<file path="src/rtl/mrfmt_pkg.sv">
`timescale 1ns / 1ps
`default_nettype none

package mrfmt_pkg;

   localparam int TABLE_ENTRIES_DEFAULT = 16;
   localparam int ADDR_WIDTH = 32;

   localparam logic OP_LOOKUP = 1'b0;
   localparam logic OP_INSERT = 1'b1;

   typedef logic [ADDR_WIDTH-1:0] addr_type;

   typedef struct packed {
      addr_type network;
      addr_type mask;
      addr_type next_hop;
   } route_entry_type;

endpackage

`default_nettype wire

</file>
<file path="src/rtl/mrfmt_ram.sv">
`timescale 1ns / 1ps
`default_nettype none

module mrfmt_ram #(
   parameter int WIDTH = 8,
   parameter int DEPTH = 16
) (
   input  wire                                       clock,
   input  wire                                       wr_en,
   input  wire [((DEPTH > 1) ? $clog2(DEPTH) : 1)-1:0] wr_addr,
   input  wire [WIDTH-1:0]                           wr_data,
   input  wire                                       rd_en,
   input  wire [((DEPTH > 1) ? $clog2(DEPTH) : 1)-1:0] rd_addr,
   output logic [WIDTH-1:0]                          rd_data
);

   logic [WIDTH-1:0] mem_ff [DEPTH];
   logic [WIDTH-1:0] rd_data_ff;

   always_ff @(posedge clock) begin
      if (wr_en) begin
         mem_ff[wr_addr] <= wr_data;
      end
      if (rd_en) begin
         rd_data_ff <= mem_ff[rd_addr];
      end
   end

   assign rd_data = rd_data_ff;

endmodule

`default_nettype wire

</file>
<file path="src/rtl/mrfmt_match.sv">
`timescale 1ns / 1ps
`default_nettype none

module mrfmt_match (
   input  wire mrfmt_pkg::addr_type        lookup_address,
   input  wire mrfmt_pkg::route_entry_type entry,
   output logic                            match
);

   import mrfmt_pkg::*;

   // A bit that the mask clears never takes part in the compare.
   assign match = ((lookup_address ^ entry.network) & entry.mask) == '0;

endmodule

`default_nettype wire

</file>
<file path="src/rtl/masked_route_first_match_table.sv">
`timescale 1ns / 1ps
`default_nettype none

// Channel   Direction  Handshake         Payload
// req_      in         req_valid/stall   operation, lookup_address, new_next_hop,
//                                        new_network, new_mask
// rsp_      out        rsp_valid/stall   hit, found_next_hop, table_full
//
// A lookup scans stored routes in order to the first match, one compare per cycle
// after the first table read, set by the single table read port and compare unit.
// Reset empties the table at once; no clearing pass is needed.
// A stalled response is held in the output register while the next transaction
// is accepted; a finished result waits in a holding register if the output is full.

module masked_route_first_match_table #(
   parameter int TABLE_ENTRIES = mrfmt_pkg::TABLE_ENTRIES_DEFAULT
) (
   input  wire                  clock,
   input  wire                  reset,
   input  wire                  req_valid,
   output logic                 req_stall,
   input  wire                  req_operation,
   input  wire mrfmt_pkg::addr_type req_lookup_address,
   input  wire mrfmt_pkg::addr_type req_new_next_hop,
   input  wire mrfmt_pkg::addr_type req_new_network,
   input  wire mrfmt_pkg::addr_type req_new_mask,
   output logic                 rsp_valid,
   input  wire                  rsp_stall,
   output logic                 rsp_hit,
   output mrfmt_pkg::addr_type  rsp_found_next_hop,
   output logic                 rsp_table_full
);

   import mrfmt_pkg::*;

   localparam int CW = $clog2(TABLE_ENTRIES + 1);
   localparam int AW = (TABLE_ENTRIES > 1) ? $clog2(TABLE_ENTRIES) : 1;

   localparam logic [1:0] ST_IDLE = 2'd0;
   localparam logic [1:0] ST_SCAN = 2'd1;
   localparam logic [1:0] ST_DONE = 2'd2;

   logic [1:0]      state_ff, state_in;
   logic [CW-1:0]   count_ff, count_in;
   logic [CW-1:0]   scan_idx_ff, scan_idx_in;
   logic            pend_ff, pend_in;
   addr_type        addr_ff, addr_in;
   logic            hold_hit_ff, hold_hit_in;
   addr_type        hold_hop_ff, hold_hop_in;
   logic            hold_full_ff, hold_full_in;
   logic            rsp_valid_ff, rsp_valid_in;
   logic            rsp_hit_ff, rsp_hit_in;
   addr_type        rsp_hop_ff, rsp_hop_in;
   logic            rsp_full_ff, rsp_full_in;

   logic            req_accept;
   logic            out_free;
   logic            table_is_full;
   logic            scan_done;
   logic            is_match;
   logic            wr_en;
   logic            rd_en;
   logic            fin_valid;
   logic            fin_hit;
   addr_type        fin_hop;
   logic            fin_full;
   route_entry_type wr_entry;
   route_entry_type rd_entry;

   assign req_stall     = (state_ff != ST_IDLE);
   assign req_accept    = req_valid && !req_stall;
   assign out_free      = !rsp_valid_ff || !rsp_stall;
   assign table_is_full = (count_ff == CW'(TABLE_ENTRIES));
   assign scan_done     = (scan_idx_ff == count_ff);

   assign wr_entry.network  = req_new_network;
   assign wr_entry.mask     = req_new_mask;
   assign wr_entry.next_hop = req_new_next_hop;

   mrfmt_ram #(
      .WIDTH($bits(route_entry_type)),
      .DEPTH(TABLE_ENTRIES)
   ) u_ram (
      .clock  (clock),
      .wr_en  (wr_en),
      .wr_addr(count_ff[AW-1:0]),
      .wr_data(wr_entry),
      .rd_en  (rd_en),
      .rd_addr(scan_idx_ff[AW-1:0]),
      .rd_data(rd_entry)
   );

   mrfmt_match u_match (
      .lookup_address(addr_ff),
      .entry         (rd_entry),
      .match         (is_match)
   );

   always_comb begin
      state_in    = state_ff;
      count_in    = count_ff;
      scan_idx_in = scan_idx_ff;
      pend_in     = 1'b0;
      addr_in     = addr_ff;
      wr_en       = 1'b0;
      rd_en       = 1'b0;
      fin_valid   = 1'b0;
      fin_hit     = 1'b0;
      fin_hop     = '0;
      fin_full    = 1'b0;

      unique case (state_ff)
         ST_IDLE: begin
            if (req_accept) begin
               addr_in = req_lookup_address;
               if (req_operation == OP_INSERT) begin
                  fin_valid = 1'b1;
                  if (table_is_full) begin
                     fin_full = 1'b1;
                  end else begin
                     wr_en    = 1'b1;
                     count_in = count_ff + CW'(1);
                  end
               end else if (count_ff == '0) begin
                  fin_valid = 1'b1;
               end else begin
                  state_in    = ST_SCAN;
                  scan_idx_in = '0;
               end
            end
         end
         ST_SCAN: begin
            rd_en   = !scan_done;
            pend_in = !scan_done;
            if (!scan_done) begin
               scan_idx_in = scan_idx_ff + CW'(1);
            end
            if (pend_ff && is_match) begin
               fin_valid = 1'b1;
               fin_hit   = 1'b1;
               fin_hop   = rd_entry.next_hop;
            end else if (pend_ff && scan_done) begin
               fin_valid = 1'b1;
            end
         end
         ST_DONE: begin
            if (out_free) begin
               state_in = ST_IDLE;
            end
         end
         default: begin
            state_in = ST_IDLE;
         end
      endcase

      if (fin_valid) begin
         state_in = out_free ? ST_IDLE : ST_DONE;
      end
   end

   always_comb begin
      hold_hit_in  = hold_hit_ff;
      hold_hop_in  = hold_hop_ff;
      hold_full_in = hold_full_ff;
      rsp_hit_in   = rsp_hit_ff;
      rsp_hop_in   = rsp_hop_ff;
      rsp_full_in  = rsp_full_ff;
      rsp_valid_in = rsp_valid_ff && rsp_stall;

      if (fin_valid && !out_free) begin
         hold_hit_in  = fin_hit;
         hold_hop_in  = fin_hop;
         hold_full_in = fin_full;
      end

      if (fin_valid && out_free) begin
         rsp_valid_in = 1'b1;
         rsp_hit_in   = fin_hit;
         rsp_hop_in   = fin_hop;
         rsp_full_in  = fin_full;
      end else if ((state_ff == ST_DONE) && out_free) begin
         rsp_valid_in = 1'b1;
         rsp_hit_in   = hold_hit_ff;
         rsp_hop_in   = hold_hop_ff;
         rsp_full_in  = hold_full_ff;
      end
   end

   always_ff @(posedge clock) begin
      if (reset) begin
         state_ff     <= ST_IDLE;
         count_ff     <= '0;
         pend_ff      <= 1'b0;
         rsp_valid_ff <= 1'b0;
      end else begin
         state_ff     <= state_in;
         count_ff     <= count_in;
         pend_ff      <= pend_in;
         rsp_valid_ff <= rsp_valid_in;
      end
   end

   always_ff @(posedge clock) begin
      scan_idx_ff  <= scan_idx_in;
      addr_ff      <= addr_in;
      hold_hit_ff  <= hold_hit_in;
      hold_hop_ff  <= hold_hop_in;
      hold_full_ff <= hold_full_in;
      rsp_hit_ff   <= rsp_hit_in;
      rsp_hop_ff   <= rsp_hop_in;
      rsp_full_ff  <= rsp_full_in;
   end

   assign rsp_valid          = rsp_valid_ff;
   assign rsp_hit            = rsp_hit_ff;
   assign rsp_found_next_hop = rsp_hop_ff;
   assign rsp_table_full     = rsp_full_ff;

endmodule

`default_nettype wire

</file>
<file path="config.mk">
export PLATFORM = sky130hd
export DESIGN_NAME = masked_route_first_match_table
export DESIGN_NICKNAME = d
export VERILOG_FILES = /design/src/rtl/mrfmt_pkg.sv /design/src/rtl/mrfmt_ram.sv /design/src/rtl/mrfmt_match.sv /design/src/rtl/masked_route_first_match_table.sv
export SDC_FILE = /design/constraint.sdc
export NUM_CORES = 2
export LEC_CHECK = 0
export BUFFER_PORTS_ARGS = -buffer_cell sky130_fd_sc_hd__buf_2
export CAP_MARGIN = 10
export CELL_PAD_IN_SITES_DETAIL_PLACEMENT = 1
export CELL_PAD_IN_SITES_GLOBAL_PLACEMENT = 2
export CORE_AREA = 10 10 535 327
export CTS_BUF_LIST = sky130_fd_sc_hd__clkbuf_4
export DETAILED_ROUTE_END_ITERATION = 8
export DIE_AREA = 0 0 545 337
export MAX_ROUTING_LAYER = met4
export PLACE_DENSITY = 0.74
export SLEW_MARGIN = 10
export SYNTH_ARGS = -nofsm -noshare
export SYNTH_HDL_FRONTEND = slang
export SYNTH_SLANG_ARGS = --single-unit
</file>
<file path="constraint.sdc">
create_clock -name clock -period 29.7 [get_ports clock]
set_clock_uncertainty 0.1 [all_clocks]
set_input_delay 5.94 -clock clock [delete_from_list [all_inputs] [get_ports clock]]
set_output_delay 5.94 -clock clock [all_outputs]
set_load 0.02 [all_outputs]
</file>
==> results.toml <==
[status]
status = "finished, final reports clean"

[timing]
setup_tns_ns = 0
fin_hold_ws_ns = 0.455
fin_crit_sh = 0.283
worstMarginPinSlew_ns = 1.25
fin_crit_ns = 8.40
finalHoldViolCount = 0
fin_ws_ns = 21.30
rsz0062_at_grt = "false"
setup_violations = 0
fmax_ghz = 0.119
slew_headroom = 0.166
drv_slew = 0

[clocking]
clock-sinks = 1746
ctsResizeCount = 0
cts-root-buf = "clkbuf_4"
cts_tree = "done"
clk_pin_slew_worst_paths_ns = 0.07
cts_buffers = 399
cts_hold_buf = 0
clk_path_buf_depth = 4
post_cts_buffers = 0
worstSkewPairLatency_ns = 1.20
ctsHtreeMaxLevel = 5

[die]
start_util = 0.397
core.rowCount = 116
die_h_um = 337
fp.dieW_um = 545
dieArea_mm2 = 0.184
io_pins = 169
core-area_mm2 = 0.166

[pwr]
clkPwrFrac = 0.386
power_per_cell_area_mw_per_mm2 = 65.4
share_comb_of_total_power = 0.047
p_int_mw = 3.76
irDropWorstVdd_mv = 0.0452
power.switching_mw = 1.10
p_sw_frac = 0.226
power_frac_seq = 0.567
power_leakage_nw = 24.0

[route]
via_count = 30700
wl_um = 161000
avgViaCountPerCell = 5.39
dr.pass1.iters = 5
drt_iter0_markers = 3131
ant_nets = 0
post_drt_wl_per_cell_um = 28.3
drc = 0

[final_layout]
multiInputGateArea_mm2 = 0.0126
final_util = 0.448
area_growth_pct = 13.0
fillCellCount = 15300
mostFrequentLayoutCell = "edfxtp_1"
seq_area_mm2 = 0.0523
fin_nets = 3286
mostFrequentLayoutCells = "edfxtp_1, clkbuf_4, mux4_2"
drive_above_1_share = 0.392

[synth]
synth_edf_count = 1737
avgSynthCellArea_um2 = 24.8
ys_warn_count = 0
synthesis.nets = 2789
ys_seq_area_frac = 0.797
mappedNetlistArea_mm2 = 0.0657
ys_ff_latch = 1746
ys_types = 39
synth-main-ff-cell = "edfxtp_1"
synthArstFlopShare = 0
netlist_instances = 2651

[setup_path]
endpoint_kind = "flip-flop"
cp.arrival_ns = 9.02
worstSetupStartpointType = "input pin"
cp.required_ns = 30.32
path_max_fanout = 44
criticalPathCategory = "in -> reg"

[job]
cap_violations = 0

[global_routing]
grt_use_total = 0.179
grt_pass1_vias = 33100
grt_first_pass_wirelength_um = 234000
antenna_found_initial = 47
grt-ovfl-total = 0
grt_max_degree = 101

[placement]
dp_worst_setup_slack_ns = 20.16
portBuffers = 168
gp_congestion = 0.739
dpl.hpwl_um = 89900

[worst_hold_path]
min_path_type = "reg -> reg"
-- power by group through the flow --
stage / clock network [mW] / registers [mW] / logic [mW]
final: 1.87 / 2.75 / 0.226
after global routing: 2.06 / 2.76 / 0.245
after CTS: 1.93 / 2.76 / 0.232
after detailed placement: 0 / 2.81 / 0.232
after global placement: 0 / 2.81 / 0.226
after floorplan: 0 / 2.81 / 0.127
-- path summary, 6_finish.rpt --
check / slack [ns] / to / start / depth (start not counted)
worst max register to register: 25.17 / u_ram.rd_data[87] / scan_idx_ff[1] / 5
worst max-delay path: 21.30 / u_ram.mem_ff[14][44] / req_operation / 6
worst min register to register: 0.45 / rsp_hit / hold_hit_ff / 2
worst min-delay path: 0.45 / rsp_hit / hold_hit_ff / 2
-- cells in the mapped netlist, types with 12 or more instances --
library cell | n | area [µm²]
buf_1 | 12 | 45.0
buf_2 | 21 | 105
mux4_2 | 480 | 10800
clkbuf_1 | 55 | 206
mux2i_1 | 33 | 330
buf_4 | 30 | 225
a22oi_1 | 17 | 128
nand2_1 | 49 | 184
edfxtp_1 | 1737 | 52200
inv_1 | 46 | 173
nor2_1 | 20 | 75.1
xor2_1 | 36 | 315
and3_1 | 36 | 225
-- kinds of logic after synthesis --
kind of cell    count (synthesis)  share of synthesized area
flops                        1746                      0.797
mux                           513                      0.170
buf+inv                       172                     0.0129
simple gates                  142                     0.0106
xor+xnor                       44                    0.00587
compound gates                 29                    0.00337
fa+ha+maj                       5                   0.000952
-- critical path, cell delays in order --
cell     delay, ns
buf_2         0.10
and3_1        0.28
nand3_1       0.36
nor2_4        0.85
buf_4         0.55
buf_4         0.80
-- state kept, by name, indices dropped and copies added, names as in the netlist, 2 cells and up --
register,cells
hold_hop_ff,32
scan_idx_ff,5
rsp_found_next_hop,32
state_ff,2
addr_ff,32
u_ram.mem_ff,1536
u_ram.rd_data,96
count_ff,5
-- routing by layer --
layer | vias to the layer above | global-route usage | routed length, µm
met5 | - | - | 0
met2 | 1349 | 0.263 | 74400
met4 | 0 | 0.0518 | 4300
met1 | 16400 | 0.246 | 69700
met3 | 334 | 0.0478 | 12900
li1 | 12600 | - | -
-- metrics by stage --
step,instances,total power [mW],instance area (µm²)
after CTS,5679,4.92,74200
after global placement,4989,3.04,69200
after floorplan,2651,2.94,65700
after detailed placement,4989,3.04,69200
final,5698,4.85,74200
after global routing,5692,5.06,74200
-- area by class of cell --
| cell class | instances | share of cell area |
|---|---|---|
| clock buffers | 591 | 0.0598 |
| multi-input cells | 733 | 0.170 |
| repair buffers | 222 | 0.0175 |
| clock inverters | 99 | 0.00659 |
| well taps | 2242 | 0.0378 |
| flip-flops and latches | 1746 | 0.705 |
| diodes | 19 | 0.000641 |
| inverters | 46 | 0.00239 |
No activity file was read; power rests on OpenSTA's default activity.
